File: src/design/ilpm_pkg.sv
// shared types, widths and register codes for the low-pass frequency mask
`timescale 1ns / 1ps
`default_nettype none
package ilpm_pkg;

  localparam int INDEX_BITS = 12;
  localparam int MID_W      = 13;
  localparam int SCALE_W    = 32;
  localparam int FRAC_BITS  = 24;
  localparam int WORD_W     = 32;
  localparam int NUM_AXES   = 3;
  localparam int NUM_REGS   = 6;
  localparam int CFG_IDX_W  = 3;

  // folded distance covers both the index and the doubled midpoint
  localparam int DIST_W = (INDEX_BITS > MID_W) ? INDEX_BITS : MID_W;
  localparam int CMP_W  = DIST_W + 1;
  localparam int PROD_W = DIST_W + SCALE_W;
  localparam int TERM_W = FRAC_BITS + 2;
  localparam int SQ_W   = 2 * TERM_W;
  localparam int SUM_W  = SQ_W + 2;

  localparam logic [PROD_W-1:0] TWO_Q24 = PROD_W'(2) << FRAC_BITS;
  localparam logic [SUM_W-1:0]  ONE_Q48 = SUM_W'(1) << (2 * FRAC_BITS);

  localparam logic [MID_W-1:0] MID_RESET = MID_W'(4096);

  typedef enum logic [CFG_IDX_W-1:0] {
    REG_X_MID   = 3'd0,
    REG_Y_MID   = 3'd1,
    REG_Z_MID   = 3'd2,
    REG_X_SCALE = 3'd3,
    REG_Y_SCALE = 3'd4,
    REG_Z_SCALE = 3'd5
  } reg_idx_t;

  typedef struct packed {
    logic [NUM_AXES-1:0][MID_W-1:0]   mid_doubled;
    logic [NUM_AXES-1:0][SCALE_W-1:0] scale;
  } cfg_t;

  // load enables of the three axis stages
  typedef struct packed {
    logic s1;
    logic s2;
    logic s3;
  } pipe_en_t;

endpackage
`default_nettype wire

File: src/design/ilpm_axis.sv
// one axis: fold, scale, clamp and square over three register stages
`timescale 1ns / 1ps
`default_nettype none
module ilpm_axis (
  input  wire logic                              clk,
  input  wire ilpm_pkg::pipe_en_t                en,
  input  wire logic [ilpm_pkg::INDEX_BITS-1:0]   idx,
  input  wire logic [ilpm_pkg::MID_W-1:0]        mid_doubled,
  input  wire logic [ilpm_pkg::SCALE_W-1:0]      scale,
  output logic [ilpm_pkg::SQ_W-1:0]              sq
);

  logic [ilpm_pkg::DIST_W-1:0] dist_r, dist_nxt;
  logic [ilpm_pkg::PROD_W-1:0] prod_r, prod_nxt;
  logic [ilpm_pkg::SQ_W-1:0]   sq_r, sq_nxt;
  logic [ilpm_pkg::CMP_W-1:0]  idx_e, md_e, idx_dbl;
  logic [ilpm_pkg::TERM_W-1:0] term;

  // fold about the midpoint, magnitude when the index lies past the extent
  always_comb begin
    idx_e   = ilpm_pkg::CMP_W'(idx);
    md_e    = ilpm_pkg::CMP_W'(mid_doubled);
    idx_dbl = idx_e << 1;
    if (idx_dbl > md_e) begin
      if (md_e >= idx_e) begin
        dist_nxt = ilpm_pkg::DIST_W'(md_e - idx_e);
      end else begin
        dist_nxt = ilpm_pkg::DIST_W'(idx_e - md_e);
      end
    end else begin
      dist_nxt = ilpm_pkg::DIST_W'(idx_e);
    end
  end

  assign prod_nxt = ilpm_pkg::PROD_W'(dist_r) * ilpm_pkg::PROD_W'(scale);

  always_comb begin
    if (prod_r > ilpm_pkg::TWO_Q24) begin
      term = ilpm_pkg::TWO_Q24[ilpm_pkg::TERM_W-1:0];
    end else begin
      term = prod_r[ilpm_pkg::TERM_W-1:0];
    end
    sq_nxt = ilpm_pkg::SQ_W'(term) * ilpm_pkg::SQ_W'(term);
  end

  always_ff @(posedge clk) begin
    if (en.s1) begin
      dist_r <= dist_nxt;
    end
    if (en.s2) begin
      prod_r <= prod_nxt;
    end
    if (en.s3) begin
      sq_r <= sq_nxt;
    end
  end

  assign sq = sq_r;

endmodule
`default_nettype wire
File: config.mk
export PLATFORM = sky130hd
export DESIGN_NAME = ilpm_axis
export DESIGN_NICKNAME = d
export VERILOG_FILES = /design/src/design/ilpm_pkg.sv /design/src/design/ilpm_axis.sv
export SDC_FILE = /design/constraint.sdc
export NUM_CORES = 2
export LEC_CHECK = 0
export ABC_AREA = 0
export BUFFER_PORTS_ARGS = -buffer_cell sky130_fd_sc_hd__buf_2
export CORE_ASPECT_RATIO = 0.7
export CORE_MARGIN = 2
export CORE_UTILIZATION = 35
export DETAILED_ROUTE_END_ITERATION = 10
export PLACE_DENSITY = 0.55
export SLEW_MARGIN = 20
export SYNTH_ARGS = -nofsm -noshare
export SYNTH_HDL_FRONTEND = slang
export SYNTH_SLANG_ARGS = --single-unit
File: constraint.sdc
create_clock -name clk -period 22.7 [get_ports clk]
set_input_delay 2.27 -clock clk [delete_from_list [all_inputs] [get_ports clk]]
set_output_delay 2.27 -clock clk [all_outputs]
set_load 0.02 [all_outputs]
==> results.json <==
{
  "cp.arrival_ns": 10.66,
  "synth_cells": 3934,
  "finalSetupViolations": 0,
  "ir_drop_uv": 258,
  "max_cap_viol_count": 0,
  "path_clk_slew_ns": 0.10,
  "netlist_top_cells_count": "inv_1 (1040), fa_1 (845), nand2_1 (528)",
  "dr.pass1.iters": 6,
  "crit_path_frequent_cell": "fa_1",
  "grt_usage": 0.187,
  "synth_area_leaders": "fa_1 (46%), ha_1 (11%), inv_1 (11%)",
  "tns_ns": 0,
  "ys.warnings.count": 0,
  "post_cts_buffers": 0,
  "drtAntennaViolNets": 0,
  "vias": 25760,
  "worstReg2RegEnd": "sq[51]$_DFFE_PP_",
  "yosys_register_bits": 109,
  "power.density_nw_per_um2": 146,
  "slew_headroom": 0.287,
  "row_count": 99,
  "grt_pass1_vias": 27378,
  "ff2ff_path_depth": 27,
  "hold_buffers": 0,
  "hold_path.class": "flip-flop to flip-flop",
  "synth-main-ff-cell": "edfxtp_1",
  "syn_area_um2": 36700,
  "rsz0062_at_grt": "no",
  "fin_worst_skew_ns": 0.0228,
  "wirelength_um": 96500,
  "gp_congestion": 0.908,
  "synth-edff-count": 109,
  "cpMaxStageDelayCell": "and3_1",
  "layout_min_cycle_time_ns": 10.48,
  "clk_latency_ns": 0.43,
  "die-area_um2": 108000,
  "clock_path_buffers": 2,
  "cts_resized": 0,
  "ys_seq_area_frac": 0.0892,
  "timing.rr.start": "prod_r[24]$_DFFE_PP_",
  "area_delta_synth_final_pct": 6.29,
  "drive_gt1_frac": 0.0459,
  "async_flop_share": 0,
  "cts_made_buffers": 9,
  "drc": 0,
  "fin_hold_ws_ns": 1.01,
  "wire_per_inst_um": 18.1,
  "report.final.slew_viol_count": 0,
  "grt_overflow_total": 0,
  "vias_per_cell": 4.83,
  "synth_top_area_frac": 0.461,
  "numClockSinks": 109,
  "finalCritPeriodShare": 0.462,
  "grt_pass1_wl_um": 155000,
  "grt_antenna_before_repair": 3,
  "avgSynthCellArea_um2": 9.33,
  "cp_top_family": "adder cells",
  "cp.required_ns": 22.88,
  "critPathBufInv": 5,
  "end_kind": "flip-flop",
  "port_buffers": 111,
  "rrSetupSlack_ns": 12.22,
  "hold_end": "prod_r[0]$_DFFE_PP_",
  "status": "finished clean",
  "drtIter0Drc": 1787,
  "grt_max_degree": 52,
  "coreArea_um2": 104000,
  "dp_hpwl_um": 80300,
  "nets": 5180,
  "holdPathStages": 2,
  "critPathKind": "flip-flop to flip-flop",
  "crit_fanout": 26,
  "fmax_mhz": 95.4,
  "startpoint_type": "flip-flop",
  "p_leak_nw": 20.4,
  "yosysTopAreaCell": "fa_1",
  "tightest_slew_ns": 1.07,
  "synth_cell_types": 68,
  "die_w_um": 391,
  "worst_path_largest_cell_delay_ns": 0.93,
  "h-tree-depth": 3,
  "start_util": 0.353,
  "hp-start": "dist_r[0]$_DFFE_PP_",
  "finalHoldViolations": 0,
  "synth_most_common_cell": "inv_1",
  "tritoncts": "yes",
  "io_pins": 113,
  "dieHeight_um": 275,
  "root_buffer": "clkbuf_16"
}
how the worst max path moves through the flow:
stage,startpoint,to,slack [ns],cells after the start
2_1_floorplan,prod_r[34]$_DFFE_PP_,sq[50]$_DFFE_PP_,14.61,29
6_report,prod_r[24]$_DFFE_PP_,sq[51]$_DFFE_PP_,12.22,27
5_1_grt,prod_r[24]$_DFFE_PP_,sq[51]$_DFFE_PP_,11.55,27
3_5_place_dp,prod_r[24]$_DFFE_PP_,sq[51]$_DFFE_PP_,12.10,27
3_3_place_gp,prod_r[9]$_DFFE_PP_,sq[51]$_DFFE_PP_,12.23,27
4_1_cts,prod_r[24]$_DFFE_PP_,sq[51]$_DFFE_PP_,12.05,27
registers in the layout, summed over array words and instances (netlist names):
signal / cells
sq: 51
prod_r: 45
dist_r: 13
cell usage in the layout, fill, tap and decap left out, types with 6 or more instances in the layout:
cell and n:
inv_1 1040, fa_1 845, nand2_1 528, ha_1 313, and2_1 260, buf_2 111, edfxtp_1 109, a21oi_1 106
xnor2_1 71, o21ai_0 58, a21o_1 58, and3_1 49, nor2_1 47, conb_1 40, nand3_1 36, xor2_1 34
buf_4 31, nand4_1 24, a31oi_1 19, o21bai_1 19, nor2b_1 17, nor4_1 10, o21a_1 10, a211oi_1 10
o21ai_1 9, clkbuf_16 9, nor3_1 8, nand2b_1 6, o31ai_1 6
logic make-up (layout without fill, tap and decap cells):
| logic type | Yosys count | after routing | synth area share |
|---|---|---|---|
| buf+inv | 1204 | 1198 | 0.124 |
| fa+ha+maj | 1158 | 1158 | 0.568 |
| simple gates | 1000 | 1000 | 0.130 |
| compound gates | 351 | 351 | 0.0622 |
| flops | 109 | 109 | 0.0892 |
| xor+xnor | 105 | 105 | 0.0251 |
| mux | 5 | 5 | 0.00140 |
| other cells | 2 | 42 | 0.000205 |
layout make-up:
class	instances	area, um2
fillers	10611	65000
multi-input cells	2659	29000
inverters	1040	3900
flip-flops and latches	109	3270
well taps	1363	1710
repair buffers	142	788
clock buffers	9	225
clock inverters	7	83.8
diodes	2	5.00
worst reg2reg max path, stage by stage, from the launching register on:
cell and delay, ns:
edfxtp_1 0.79, nor4_1 0.35, nand4_1 0.15, o22ai_2 0.51, and3_1 0.94, nand2_1 0.18, fa_1 0.54, inv_1 0.08
fa_1 0.53, fa_1 0.55, inv_1 0.05, fa_1 0.50, inv_1 0.05, fa_1 0.49, fa_1 0.49, inv_1 0.05
fa_1 0.48, inv_1 0.04, ha_1 0.34, a21oi_1 0.28, o21ai_0 0.21, or3_1 0.42, a211oi_1 0.84, o21ai_1 0.39
a31oi_1 0.42, o21ai_1 0.18, a221oi_2 0.29, xnor2_1 0.09
stage by stage:
stage	total power, mW	setup slack [ns]	area [um2]	utilization	std cells
final	5.69	12.22	39000	0.375	5331
after global routing	6.29	11.55	39000	0.375	5329
after global placement	5.49	12.23	38700	0.372	5313
after CTS	5.70	12.05	39000	0.375	5329
after floorplan	4.03	14.61	36800	-	3972
after detailed placement	5.49	12.10	38700	0.372	5313
power by group:
part	internal [mW]	switching, mW	leakage, nW	total, mW
Combinational	1.86	3.07	19.2	4.93
Clock	0.0794	0.100	0.150	0.179
Sequential	0.521	0.0660	1.08	0.587
Total	2.46	3.23	20.4	5.69
routing by layer:
layer / global-route usage / vias up / share of wire
li1: - / 11726 / -
met1: 0.296 / 13206 / 0.51
met2: 0.261 / 755 / 0.40
met3: 0.0401 / 69 / 0.075
met4: 0.0328 / 4 / 0.013
met5: 0 / - / 0.00032
Power figures use the tool's default switching activity.
