**src/design/ilpm_pkg.sv**
```systemverilog
// shared types, widths and register codes for the low-pass frequency mask
`timescale 1ns / 1ps
`default_nettype none
package ilpm_pkg;

  localparam int INDEX_BITS = 12;
  localparam int MID_W      = 13;
  localparam int SCALE_W    = 32;
  localparam int FRAC_BITS  = 24;
  localparam int WORD_W     = 32;
  localparam int NUM_AXES   = 3;
  localparam int NUM_REGS   = 6;
  localparam int CFG_IDX_W  = 3;

  // folded distance covers both the index and the doubled midpoint
  localparam int DIST_W = (INDEX_BITS > MID_W) ? INDEX_BITS : MID_W;
  localparam int CMP_W  = DIST_W + 1;
  localparam int PROD_W = DIST_W + SCALE_W;
  localparam int TERM_W = FRAC_BITS + 2;
  localparam int SQ_W   = 2 * TERM_W;
  localparam int SUM_W  = SQ_W + 2;

  localparam logic [PROD_W-1:0] TWO_Q24 = PROD_W'(2) << FRAC_BITS;
  localparam logic [SUM_W-1:0]  ONE_Q48 = SUM_W'(1) << (2 * FRAC_BITS);

  localparam logic [MID_W-1:0] MID_RESET = MID_W'(4096);

  typedef enum logic [CFG_IDX_W-1:0] {
    REG_X_MID   = 3'd0,
    REG_Y_MID   = 3'd1,
    REG_Z_MID   = 3'd2,
    REG_X_SCALE = 3'd3,
    REG_Y_SCALE = 3'd4,
    REG_Z_SCALE = 3'd5
  } reg_idx_t;

  typedef struct packed {
    logic [NUM_AXES-1:0][MID_W-1:0]   mid_doubled;
    logic [NUM_AXES-1:0][SCALE_W-1:0] scale;
  } cfg_t;

  // load enables of the three axis stages
  typedef struct packed {
    logic s1;
    logic s2;
    logic s3;
  } pipe_en_t;

endpackage
`default_nettype wire

```
**src/design/ilpm_cfg.sv**
```systemverilog
// configuration register file for midpoints and scale factors
`timescale 1ns / 1ps
`default_nettype none
module ilpm_cfg (
  input  wire logic                            clk,
  input  wire logic                            rst_n,
  input  wire logic                            cfg_wr_en,
  input  wire logic [ilpm_pkg::CFG_IDX_W-1:0]  cfg_index,
  input  wire logic [ilpm_pkg::SCALE_W-1:0]    cfg_wdata,
  output ilpm_pkg::cfg_t                       cfg
);

  ilpm_pkg::cfg_t cfg_r;
  ilpm_pkg::cfg_t cfg_nxt;

  always_comb begin
    cfg_nxt = cfg_r;
    if (cfg_wr_en) begin
      case (cfg_index)
        ilpm_pkg::REG_X_MID:   cfg_nxt.mid_doubled[0] = cfg_wdata[ilpm_pkg::MID_W-1:0];
        ilpm_pkg::REG_Y_MID:   cfg_nxt.mid_doubled[1] = cfg_wdata[ilpm_pkg::MID_W-1:0];
        ilpm_pkg::REG_Z_MID:   cfg_nxt.mid_doubled[2] = cfg_wdata[ilpm_pkg::MID_W-1:0];
        ilpm_pkg::REG_X_SCALE: cfg_nxt.scale[0] = cfg_wdata;
        ilpm_pkg::REG_Y_SCALE: cfg_nxt.scale[1] = cfg_wdata;
        ilpm_pkg::REG_Z_SCALE: cfg_nxt.scale[2] = cfg_wdata;
        default: ;
      endcase
    end
  end

  always_ff @(posedge clk) begin
    if (!rst_n) begin
      cfg_r.mid_doubled[0] <= ilpm_pkg::MID_RESET;
      cfg_r.mid_doubled[1] <= ilpm_pkg::MID_RESET;
      cfg_r.mid_doubled[2] <= ilpm_pkg::MID_RESET;
      cfg_r.scale          <= '0;
    end else begin
      cfg_r <= cfg_nxt;
    end
  end

  assign cfg = cfg_r;

endmodule
`default_nettype wire

```
**config.mk**
```make
export PLATFORM = sky130hd
export DESIGN_NAME = ilpm_cfg
export DESIGN_NICKNAME = d
export VERILOG_FILES = /design/src/design/ilpm_pkg.sv /design/src/design/ilpm_cfg.sv
export SDC_FILE = /design/constraint.sdc
export NUM_CORES = 1
export LEC_CHECK = 0
export BUFFER_PORTS_ARGS = -buffer_cell sky130_fd_sc_hd__buf_2
export CAP_MARGIN = 20
export CORE_AREA = 8 8 124 183
export CTS_BUF_LIST = sky130_fd_sc_hd__clkbuf_4 sky130_fd_sc_hd__clkbuf_8
export DETAILED_ROUTE_END_ITERATION = 10
export DIE_AREA = 0 0 132 191
export GPL_ROUTABILITY_DRIVEN = 0
export PLACE_DENSITY = 0.43
export SYNTH_ARGS = -nofsm -noshare
export SYNTH_HDL_FRONTEND = slang
export SYNTH_SLANG_ARGS = --single-unit
export TNS_END_PERCENT = 5
```
**constraint.sdc**
```tcl
create_clock -name clk -period 1.6 [get_ports clk]
set_input_delay 0.24 -clock clk [delete_from_list [all_inputs] [get_ports clk]]
set_output_delay 0.24 -clock clk [all_outputs]
set_load 0.01 [all_outputs]
```
==> results.md, run 1 <==
- The run finished with clean final reports.
- The post-synthesis to final-layout area growth is 33.6%.
- The top cell types in the final layout, fill and taps aside, are sky130_fd_sc_hd__buf_2, sky130_fd_sc_hd__nand2_1, sky130_fd_sc_hd__mux2i_1, sky130_fd_sc_hd__dfxtp_1.
- The height of the die is 191 µm.
- The signal on the critical path passes through buf_2.
- The post-route DRC violation count is 0.
- The worst setup path is launched from a flop.
- The number of standard cells after synthesis is 479.
- The final number of setup-violating endpoints is 0.
- The average instance area after synthesis is 10.3 µm².
- For this design the static power due to leakage is 0.00365 µW.
- The overall routed net length is 15400 µm.
- The total core area is 20100 µm².
- During synthesis, Yosys emitted a total of 0 warnings.
- Timing would allow up to 834 MHz.
- The number of setup buffers added after CTS is 0.
- In the final layout, flip-flops and latches occupy 2700 µm².
- The power spent charging and discharging nets is 1690 µW.
- In the post-synthesis netlist, the biggest area contributors are sky130_fd_sc_hd__dfxtp_1, sky130_fd_sc_hd__mux2i_1, sky130_fd_sc_hd__nand2_1.
- After synthesis the cells add up to 4910 µm².
- The buffer levels on the longest clock path is 2.
- The placed wire-length estimate is 11700 µm.
- The cell taking the most area after synthesis is sky130_fd_sc_hd__dfxtp_1.
- Hold repair after CTS inserted 0 buffers.
- The post-synth net total is 517.
- For this run, the register share of the synthesized area comes to 55.0%.
- Of the post-synthesis cell area, the dominant cell type holds 55.0%.
- TritonCTS built the clock tree.
- The count of instances resized after the clock tree is built is 0.
- The capturing element type of the critical path is a primary output.
- The area used by multi-input combinational logic is 2080 µm².
- The repair_antennas step left the layout with diodes totalling 0.
- After global routing the overflow that remains totals 0.
- The floorplan step defined a die boundary enclosing 25200 µm².
- The cell type of the slowest stage on the worst timing path is sky130_fd_sc_hd__dfxtp_1.
- The detail route stage leaves a number of antenna-violating nets equal to 0.
- The number of hold-slack violations in the final timing report is 0.
- After clock tree synthesis, the clock-pin slew on the worst setup and hold paths is 0.08 ns.
- In this run, the clock network consumes 40.1% of the power.
- STA puts the critical path data required time at 1.36 ns.
- In this run the worst hold path is classified as in2reg.
- The worst-case headroom to the max-slew limit is 72.9%.
- The average wire per standard cell is 16.5 µm.
- The worst-case vdd ir drop is 381 µV.
- In the final design database the tool counted 695 nets.
- The clock sink count is 135.
- The number of antenna violations at the first check in global routing came to 1.
- Buffers placed on the I/O ports in this run total 172.
- The max capacitance violation total is 0.
- The power density of the placed cells is 1010 nW/µm².
- The arrival time at the worst endpoint is 0.96 ns.
- Combinational logic burns 7.6% of the power.
- Per report_power, the sequential group accounts for 52.3% of the total.
- The maximum level of the CTS H-tree is 4.
- The final worst-path cycle share is 75.0%.
- The width of the die is 132 µm.
- The fraction of power spent switching nets is 25.4%.
- The number of distinct standard cells referenced by the synthesized netlist is 12.
- The count of TritonRoute iterations in the first routing pass is 4.
- The cell row count is 64.
- The peak fanout along the critical path is 2.
- Adding up every negative setup slack in the final design gives 0 ns.
- On the final layout, the worst clock skew is 0 ns.
- The largest net degree at the start of global routing is 44.
- The number of global-route vias before repair is 4279.
- The final-layout worst hold slack is 0.100 ns.
- The clock root buffer is sky130_fd_sc_hd__clkbuf_8.
- The most common library cell in the layout ignoring fill and taps is sky130_fd_sc_hd__buf_2.
- The count of pins over their slew limit is 0.
- The detailed router placed 3936 vias in this run.
- In this run, the number of DRC markers left after iteration 0 of detailed routing was 141.
- Together, buffers and inverters on the worst path number 1.
- The first global-routing pass estimated 24300 µm of wire.
- Grouping stages by cell kind, the critical path spends the most delay in flip-flops.
- The number of fillers in the final layout is 2098.
- The number of top-level design ports is 173.
- The via density per instance is 4.22.
- The synthesis-stage register bit count is 135.
- At the pin with the least slew margin, the transition time is 0.407 ns.
- Setup slack on the worst reg-to-reg path comes out at 0.96 ns.
- The critical path is of the reg2out type.
- The flip-flop count of the largest register after layout is 135.
- Global routing used 12.4% of the available tracks across all layers.
- The worst path needs 1.20 ns of the cycle, external delays included.
- At the later pin of the worst-skew pair, clock insertion delay measures 0.43 ns.
- The number of buffers created by CTS is 17.
- In this design, the stage delay of the slowest critical-path cell is 0.37 ns.
- Setup repair after global routing left no endpoint under its margin.
- Of the cells placed in the final design, the portion with a size suffix greater than 1 is 33.9%.
- The starting utilization of the core area is 24.4%.
- The total internal power is 4960 µW.
-- logic make-up (layout without fill, tap and decap cells) --
group,Yosys count,count (layout),synth area share [%]
muxes,135,135,27.5
DFF,135,135,55.0
and+or+nand+nor,174,174,14.3
buffers and inverters,35,225,3.21
-- per-stage QoR --
| step | instances | setup slack, ns | utilization, % | cell area (µm²) | total power (µW) |
|---|---|---|---|---|---|
| after detailed placement | 902 | 0.171 | 30.8 | 6190 | 4070 |
| after CTS | 933 | 0.348 | 32.7 | 6570 | 6800 |
| after global routing | 933 | 0.334 | 32.7 | 6570 | 6980 |
| final | 933 | 0.401 | 32.7 | 6570 | 6640 |
| after floorplan | 479 | 0.325 | - | 4910 | 3810 |
| after global placement | 902 | 0.183 | 30.8 | 6190 | 4060 |
-- power by group through the flow --
| stage | Combinational (µW) | Clock, µW | Sequential, µW |
|---|---|---|---|
| floorplan | 230 | 0 | 3580 |
| global placement | 510 | 0 | 3550 |
| detailed placement | 518 | 0 | 3550 |
| CTS | 519 | 2800 | 3470 |
| global route | 551 | 2940 | 3480 |
| finish | 504 | 2670 | 3470 |
-- final timing paths --
| path | start | end | cells past startpoint |
|---|---|---|---|
| worst max-delay path | cfg[74]$_SDFFE_PN0P_ | cfg[74] | 1 |
| worst min-delay path | cfg_wdata[26] | cfg[26]$_SDFFE_PN0P_ | 3 |
| worst max register to register | cfg[8]$_SDFFE_PN0P_ | cfg[8]$_SDFFE_PN0P_ | 2 |
| worst min register to register | cfg[86]$_SDFFE_PN0P_ | cfg[86]$_SDFFE_PN0P_ | 2 |
-- metal layers --
layer	track usage [%]	vias to the layer above	share of wire, %
li1	-	1932	-
met1	12.9	1888	40
met2	22.6	103	53
met3	3.92	11	5.5
met4	4.92	2	1.1
met5	0	-	0.084
-- cell type report --
class / count / area share [%]
tap: 264 / 5.03
clock buffer: 20 / 4.10
timing repair buffer: 194 / 16.4
sequential: 135 / 41.2
multi-input combinational: 309 / 31.7
clock inverter: 11 / 1.54
-- cells in the mapped netlist, drive strengths merged --
library cell / instances
nand4bb: 2
nand4b: 2
clkbuf: 21
dfxtp: 135
nor4bb: 1
mux2i: 135
or4b: 1
nor2b: 4
nand2: 164
buf: 14
-- worst reg2reg max path, delay by kind of cell, from the launching register on --
kind	cells	cell delay (ns)
simple gates	1	0.06
flops	1	0.37
mux	1	0.13
Note: power is estimated with default switching activity, not from simulation.
==> inputs of run 2 (changes only) <==
--- a/config.mk
+++ b/config.mk
@@ -12,7 +12,7 @@
 export DETAILED_ROUTE_END_ITERATION = 10
 export DIE_AREA = 0 0 132 191
 export GPL_ROUTABILITY_DRIVEN = 0
-export PLACE_DENSITY = 0.43
+export PLACE_DENSITY = 0.45
 export SYNTH_ARGS = -nofsm -noshare
 export SYNTH_HDL_FRONTEND = slang
 export SYNTH_SLANG_ARGS = --single-unit
==> constraint.sdc (replaced) <==
create_clock -name clk -period 0.95 [get_ports clk]
set_input_delay 0.1425 -clock clk [delete_from_list [all_inputs] [get_ports clk]]
set_output_delay 0.1425 -clock clk [all_outputs]
set_load 0.01 [all_outputs]
==> run 2 against run 1 <==
  * The flow now finishes with violations (setup timing)
  * Non-clock buffer count up 33
  * Register-to-register slack worse by 0.69 ns
  * Global-route usage up 0.55 points
  * Die area unchanged
  * Final cell count up 3.8%
  * Hold slack worse by 0.015 ns
  * Clock power up 72%
  * Clock skew unchanged
  * Core utilization up 7.1 points
==> results.md, run 2 (synthesis gave the netlist of run 1 again) <==
- The leakage power of the design is 0.00402 µW.
- The kind of cell with the highest combined delay along the critical path is flip-flops.
- The multi-input combinational cells in the finished layout cover a total of 2090 µm².
- Setup repair after global routing could not meet its margin everywhere.
- Summed over all layers, the routed wires come to 15900 µm.
- For this run, the top clock speed supported by timing is 952 MHz.
- The via density per instance is 4.20.
- The share of post-route cells with drive strength above 1 is 53.6%.
- The total core area is 20100 µm².
- The critical path is of the reg2out type.
- The run finished, with violations left.
- The arrival time at the worst endpoint is 0.91 ns.
- For the worst setup path, the data required time is 0.81 ns.
- Setup violations remaining at the end of the flow were counted as 135.
- In the global route stage, overall resource usage came out at 12.9%.
- The critical path starts at cfg[36]$_SDFFE_PN0P_.
- The clock latency of the later-clocked register in the worst-skew pair is 0.43 ns.
- The power density of the placed cells is 1450 nW/µm².
- The die outline area is 25200 µm².
- The capturing element type of the critical path is a primary output.
- At the pin with the least slew margin, the transition time is 0.289 ns.
- The DRC violation total after the first TritonRoute iteration is 108.
- The startpoint type of the worst setup path is a flop.
- After clock tree synthesis, the clock-pin slew on the worst setup and hold paths is 0.07 ns.
- The launching point of the worst reg2reg path is cfg[71]$_SDFFE_PN0P_.
- The endpoint identified for the worst register-to-register timing path is cfg[71]$_SDFFE_PN0P_.
- Dividing the final minimum period by the clock period gives 111%.
- The post-route DRC violation count is 0.
- The number of antenna violations at the first check in global routing is 1.
- Per report_power, the combinational group accounts for 9.7% of the total.
- Per report_power, the clock group accounts for 39.5% of the total.
- CTS built an H-tree with a depth of 4.
- Entering global routing, the biggest net connects 37 pins.
- The worst min-delay path startpoint is cfg_wdata[6].
- The average wire per standard cell is 16.4 µm.
- The hold path endpoint is cfg[128]$_SDFFE_PN0P_.
- The clock tree from TritonCTS is built.
- The peak fanout along the critical path is 2.
- The flip-flop count of the largest register after layout is 135.
- The clock net in this run drives a total of 135 sinks.
- The number of hold-slack violations in the final timing report was 0.
- Along the worst hold path, the cell count comes to 3.
- The number of buffer and inverter stages on the critical path is 1.
- The number of cells on the critical path is 1.
- The top cell types in the final layout, fill and taps aside, are sky130_fd_sc_hd__nand2_1, sky130_fd_sc_hd__mux2i_1, sky130_fd_sc_hd__dfxtp_2, sky130_fd_sc_hd__buf_6, sky130_fd_sc_hd__buf_2.
- The delay of the slowest cell on the worst path is 0.37 ns.
- The signal on the critical path passes through buf_6.
- The final period demand of the worst path is 1.05 ns.
- The max capacitance violation total is 0.
- The most common library cell in the layout ignoring fill and taps is sky130_fd_sc_hd__nand2_1.
- The count of pins over their slew limit came to 0.
- The number of fillers in the final layout is 1962.
- The count of port buffers added during placement is 172.
- Summing all flip-flop and latch instances after layout gives 2870 µm².
- Before antenna repair, the detailed router went through 4 iterations.
- Setup slack on the critical path of the routed design comes to -0.0999 ns.
- The initial utilization of the core area, before any placement, comes to 24.4%.
- The number of global-route vias before repair is 4519.
- The final-layout worst hold slack is 0.0855 ns.
- The number of top-level design ports is 173.
- The global-route wire length before repair is 25300 µm.
- The width of the die is 132 µm.
- Detailed placement ended at an HPWL of 11800 µm.
- At the placement stage, the worst setup path has a slack of -0.322 ns.
- The clock root buffer is sky130_fd_sc_hd__clkbuf_8.
- The setup slack on the worst flop-to-flop path is 0.27 ns.
- The count of nets left with antenna violations after detail routing is 0.
- After global routing the overflow that remains totals 0.
- Net switching is 25.0% of the power.
- The post-synthesis to final-layout area growth is 62.7%.
- In this run the power spent charging and discharging nets is 2900 µW.
- The post-route clock skew is 0 ns.
- Cell internal power was estimated by the tool at 8700 µW.
- Detailed routing inserted a total of 4063 vias.
- Counting cells, the worst reg-to-reg path comes to 3.
- The power share of the sequential group is 50.9%.
- In this run the tightest slew margin relative to its limit is 80.7%.
- The cell type of the slowest stage on the worst timing path is sky130_fd_sc_hd__dfxtp_2.
- No sink is reached through more buffers than the 2 on the longest clock path.
- The worst-case vdd ir drop is 658 µV.
- From bottom edge to top edge, the die measures 191 µm.
- In this run, CTS created clock tree buffers numbering 17.
- The floorplan has 64 rows.
- The net total in the final layout is 728.
- The class of the worst hold path is in2reg.
- The checks that failed: setup timing.
## run 2: repair_timing
action,CTS,global route
gates resized for setup,274,0
hold endpoints to repair,58,0
hold buffers,20,0
setup buffers,0,2
setup endpoints to repair,135,135
## run 2: power by group through the flow
stage | combinational (µW) | clock [µW] | sequential (µW)
global placement | 925 | 0 | 5980
CTS | 1140 | 4790 | 5900
floorplan | 390 | 0 | 6030
global route | 1220 | 5030 | 5920
finish | 1120 | 4580 | 5900
detailed placement | 939 | 0 | 5980
## run 2: area by class of cell
| type | instances | area share, % |
|---|---|---|
| clock buffer | 21 | 3.54 |
| timing repair buffer | 227 | 29.0 |
| tap | 264 | 4.13 |
| antenna | 1 | 0.0313 |
| multi-input combinational | 309 | 26.1 |
| clock inverter | 11 | 1.22 |
| sequential | 135 | 35.9 |
## run 2: through the flow
stage | instance area, µm² | TNS, ns | util [%] | power [µW] | instances
after global placement | 6380 | -28.03 | 31.7 | 6910 | 913
after floorplan | 4930 | -21.06 | - | 6420 | 479
after CTS | 7980 | -17.40 | 39.7 | 11800 | 965
after detailed placement | 6380 | -28.72 | 31.7 | 6920 | 913
final | 7990 | -9.99 | 39.8 | 11600 | 968
after global routing | 7990 | -17.90 | 39.8 | 12200 | 968
## run 2: layer usage
layer | track usage, % | wire [µm] | share of wire (%) | vias to the layer above
met5 | 0 | 0 | 0 | -
met4 | 6.30 | 320 | 2.0 | 0
met3 | 4.23 | 1000 | 6.3 | 19
met2 | 23.6 | 8470 | 53 | 117
met1 | 13.0 | 6130 | 38 | 1935
li1 | - | - | - | 1992
## run 2: worst max-delay path by stage
stage | endpoint | slack, ns
floorplan | cfg[108]$_SDFFE_PN1P_ | -0.22
global placement | cfg[107]$_SDFFE_PN0P_ | -0.30
detailed placement | cfg[104]$_SDFFE_PN0P_ | -0.32
CTS | cfg[103] | -0.16
global route | cfg[0] | -0.15
finish | cfg[36] | -0.1
## run 2: worst register-to-register path, stage by stage, from the launching register on
cell and delay (ns):
sky130_fd_sc_hd__dfxtp_2 0.34, sky130_fd_sc_hd__buf_4 0.13, sky130_fd_sc_hd__nand2_1 0.04, sky130_fd_sc_hd__mux2i_1 0.06
==> inputs of run 3 (changes only) <==
--- a/config.mk
+++ b/config.mk
@@ -5,14 +5,15 @@
 export SDC_FILE = /design/constraint.sdc
 export NUM_CORES = 1
 export LEC_CHECK = 0
+export ABC_AREA = 1
 export BUFFER_PORTS_ARGS = -buffer_cell sky130_fd_sc_hd__buf_2
 export CAP_MARGIN = 20
-export CORE_AREA = 8 8 124 183
+export CORE_AREA = 8 8 130 192
 export CTS_BUF_LIST = sky130_fd_sc_hd__clkbuf_4 sky130_fd_sc_hd__clkbuf_8
 export DETAILED_ROUTE_END_ITERATION = 10
-export DIE_AREA = 0 0 132 191
+export DIE_AREA = 0 0 138 200
 export GPL_ROUTABILITY_DRIVEN = 0
-export PLACE_DENSITY = 0.45
+export PLACE_DENSITY = 0.44
 export SYNTH_ARGS = -nofsm -noshare
 export SYNTH_HDL_FRONTEND = slang
 export SYNTH_SLANG_ARGS = --single-unit
==> run 3 against run 2 <==
  * Final cell count is 30% higher
  * First-iteration DRC count grew to 2.6 times the previous value
  * Sequential power is 2% higher
  * Via count is 35% higher
  * Hold slack worse by 0.046 ns
  * Global-route usage is 2.1 points higher
  * Fmax is 2.9% lower
  * Synthesized cell count is 63% higher
  * Critical path depth stayed put
  * Design area is 7.4% higher
  * Die area is 9.5% higher
  * The flow still finishes with violations (setup timing)
  * Clock skew stayed put
==> results.md, run 3 <==
- The worst-case IR drop observed on VDD is 696 µV.
- Counting both buffers and inverters, the worst setup path holds a total of 1.
- Sequential cells burn 44.5% of the power.
- Among all cell types in the netlist, the one instantiated most often is sky130_fd_sc_hd__nor2_1.
- The count of nets left with antenna violations after detail routing is 0.
- Clock skew on the completed layout was measured at 0 ns.
- Yosys mapped a number of flops with a built-in enable equal to 0.
- The final reports fail on setup timing.
- The arrival time at the worst endpoint is 0.94 ns.
- The clock tree from TritonCTS is built.
- The timing-limited maximum frequency is 925 MHz.
- For this design the total switching power over the nets is 3630 µW.
- The number of antenna violations at the first check in global routing is 0.
- The most used flip-flop cell after synthesis is sky130_fd_sc_hd__dfxtp_1.
- The most common library cell in the layout ignoring fill and taps is sky130_fd_sc_hd__nor2_1.
- The net total in the final layout is 1007.
- The clock sink count is 135.
- For this run, the slowest stage of the critical path takes 0.37 ns.
- Walking the worst path, the cells encountered are buf_6.
- After floorplanning, the core was divided into 67 placement rows.
- The all-layer global routing usage is 15.0%.
- The core utilization of the finished layout is 38.8%.
- The cell class contributing the biggest share of worst-path delay is flip-flops.
- The synthesis-stage register bit count is 135.
- STA classifies the critical path startpoint as a flop.
- The final worst-path cycle share is 114%.
- The DRC violation total after the first TritonRoute iteration is 276.
- The number of setup buffers added after CTS is 0.
- The register with the most flip-flops in the layout has 135 of them.
- Setup repair after global routing could not meet its margin everywhere.
- Yosys mapped the design onto 14 distinct sky130hd cell types.
- In the post-route analysis, the smallest setup slack over all paths is -0.131 ns.
- The clock latency of the later-clocked register in the worst-skew pair is 0.46 ns.
- The area share of xor/xnor cells in the synthesized design is 0%.
- The post-route setup TNS is -12.65 ns.
- In this run switching power makes up 26.7% of total power.
- The share of async-settable or async-resettable flops after synthesis is 0%.
- The number of buffers created by CTS is 17.
- By startpoint and endpoint, the worst setup path is classified as reg2out.
- By area the synthesized netlist is led by sky130_fd_sc_hd__dfxtp_1, sky130_fd_sc_hd__nor2_1, sky130_fd_sc_hd__nand3_1.
- The complex-gate fraction of the synthesized area is 0%.
- For the pin with the worst max-slew slack, the measured transition is 0.355 ns.
- The post-synthesis to final-layout area growth is 57.7%.
- The count of port buffers added during placement is 172.
- On the critical path, the stage with the largest delay is an instance of sky130_fd_sc_hd__dfxtp_4.
- The starting utilization of the core area is 24.6%.
- The total core area is 22100 µm².
- Summed over all layers, the global routing overflow is 0.
- The average instance area after synthesis is 6.97 µm².
- The final-layout worst hold slack is 0.0393 ns.
- The leakage power of the design is 0.00386 µW.
- Counting along the longest clock path gives a buffer depth of 2.
- The first global-routing pass estimated 32300 µm of wire.
- The met3 layer wire length in the routed design is 932 µm.
- The cell taking the most area after synthesis is sky130_fd_sc_hd__dfxtp_1.
- In the routed layout, each cell is associated on average with a via count of 4.34.
- Before CTS, the worst setup slack after placement is -0.164 ns.
- Leaving out fill and tap cells, the most frequent cells in the layout are sky130_fd_sc_hd__nor2_1, sky130_fd_sc_hd__nand2_1, sky130_fd_sc_hd__nand3_1, sky130_fd_sc_hd__buf_6, sky130_fd_sc_hd__dfxtp_2.
- After synthesis the cells add up to 5440 µm².
- The power density of the placed cells is 1580 nW/µm².
- The number of global-route vias before repair is 5602.
- The capturing element type of the critical path is a primary output.
- The count of pins over their slew limit was 0.
- The number of vias in the routed layout is 5465.
- After detailed routing, the number of remaining DRC violations is 0.
- The number of antenna repair diodes is 0.
- From bottom edge to top edge, the die measures 200 µm.
- By area, the combinational part of the netlist is dominated by simple AND/OR/NAND/NOR gates.
- The placed wire-length estimate is 14700 µm.
- Setup violations remaining at the end of the flow were counted as 135.
- 173 I/O pins were placed.
- The H-tree generated during clock tree synthesis spans 4 levels.
- The internal power of the cells totals 9970 µW.
- The number of hold-slack violations in the final timing report was 0.
- In this run, the combinational gates consume 13.9% of the power.
- CTS placed an instance of sky130_fd_sc_hd__clkbuf_8 at the clock tree root.
- Measured against the total synthesized area, the mux share comes to 0%.
- The count of TritonRoute iterations in the first routing pass is 6.
- The average wire per standard cell is 16.3 µm.
- In the final layout, the share of cells above drive strength 1 is 40.6%.
- Entering global routing, the biggest net connects 40 pins.
- The run finished, with violations left.
- The wire length on met1 is 8130 µm.
- The commonest cells after synthesis are sky130_fd_sc_hd__nor2_1, sky130_fd_sc_hd__nand2_1, sky130_fd_sc_hd__dfxtp_1, sky130_fd_sc_hd__nand3_1, sky130_fd_sc_hd__inv_1.
- The die covers 27600 µm².
- After Yosys synthesis, full adders, half adders and majority gates account for 0% of the synthesized area.
- The worst path in the final design needs a cycle of 1.08 ns, including I/O delays and setup.
- Total power for the finished layout comes to 13600 µW.
- The part of the power in the clock network is 41.7%.
- The uppermost metal layer occupied by signal nets is met4.
- The class of the worst hold path is in2reg.
- The overall routed net length is 20600 µm.
- The number of standard cells after synthesis is 781.
- Measured against its own limit, the worst slew margin works out to 76.3%.
- Wire segments on met2 add up to 10900 µm in the final route.
- The peak fanout along the critical path is 2.
- STA puts the critical path data required time at 0.81 ns.
- The post-synth net total is 819.
- The simple-gate portion of the synthesized area is 42.1%.
- The clock edge transition at the registers on the reported setup and hold paths is 0.09 ns.
- In this run the horizontal extent of the chip is 138 µm.
- The sequential-to-total area share from yosys stat is 49.7%.
- The total of warnings raised by yosys is 0.
- The synthesized design devotes to its leading area cell type 49.7% of total area.
- The max capacitance violation total is 0.
==> run 3: cell types whose count changed after synthesis, moves of 4 or more <==
cell / before / now
sky130_fd_sc_hd__buf_1: 0 / 8
sky130_fd_sc_hd__buf_2: 12 / 27
sky130_fd_sc_hd__buf_4: 1 / 10
sky130_fd_sc_hd__buf_6: 1 / 5
sky130_fd_sc_hd__clkbuf_1: 21 / 2
sky130_fd_sc_hd__inv_1: 0 / 32
sky130_fd_sc_hd__inv_2: 0 / 6
sky130_fd_sc_hd__mux2i_1: 135 / 0
sky130_fd_sc_hd__nand2_1: 164 / 145
sky130_fd_sc_hd__nand3_1: 0 / 135
sky130_fd_sc_hd__nor2_1: 0 / 265
sky130_fd_sc_hd__nor2_2: 0 / 7
sky130_fd_sc_hd__nor2b_1: 4 / 0
==> run 3: final cells by class <==
| class | instances | area, µm² |
|---|---|---|
| Inverter | 38 | 143 |
| Multi-Input combinational cell | 556 | 2310 |
| Tap cell | 276 | 345 |
| Clock buffer | 18 | 241 |
| Fill cell | 2385 | 13500 |
| Timing Repair Buffer | 221 | 2440 |
| Sequential cell | 135 | 2880 |
| Clock inverter | 14 | 223 |
==> run 3: path summary, 6_finish.rpt <==
check                              from                     to  slack (ns)  cells past startpoint
setup / recovery   cfg[33]$_SDFFE_PN0P_                cfg[33]       -0.13                      1
hold / removal            cfg_wdata[14]   cfg[14]$_SDFFE_PN0P_        0.04                      5
setup reg to reg   cfg[33]$_SDFFE_PN0P_   cfg[33]$_SDFFE_PN0P_        0.32                      2
hold reg to reg   cfg[108]$_SDFFE_PN1P_  cfg[108]$_SDFFE_PN1P_        0.48                      2
==> run 3: stage by stage <==
stage | instance area (µm²) | std cells
floorplan | 5440 | 781
global placement | 7040 | 1220
detailed placement | 7040 | 1220
CTS | 8580 | 1258
global route | 8580 | 1258
finish | 8580 | 1258
==> run 3: metal layers <==
metal,vias up,global-route usage (%)
met5,-,0
met4,0,6.62
met3,29,4.02
met2,124,27.9
met1,2517,15.5
li1,2795,-
==> run 3: kinds of logic (layout without fill, tap and decap cells) <==
| logic type | after synthesis | after routing |
|---|---|---|
| AND/OR/NAND/NOR | 556 | 556 |
| buffers and inverters | 90 | 291 |
| flip-flops | 135 | 135 |
==> run 3: timing repair <==
item | CTS | global route
endpoints found under the setup margin | 135 | 135
gates cloned | 0 | 0
endpoints found under the hold margin | 12 | 0
hold buffers | 6 | 0
resized for setup | 279 | 1
==> run 3: power by group through the flow <==
| stage | Sequential [µW] | Clock (µW) | Combinational, µW |
|---|---|---|---|
| CTS | 6050 | 5860 | 1920 |
| floorplan | 6170 | 0 | 773 |
| global placement | 6100 | 0 | 1680 |
| detailed placement | 6100 | 0 | 1680 |
| global route | 6070 | 6070 | 2080 |
| finish | 6040 | 5670 | 1880 |
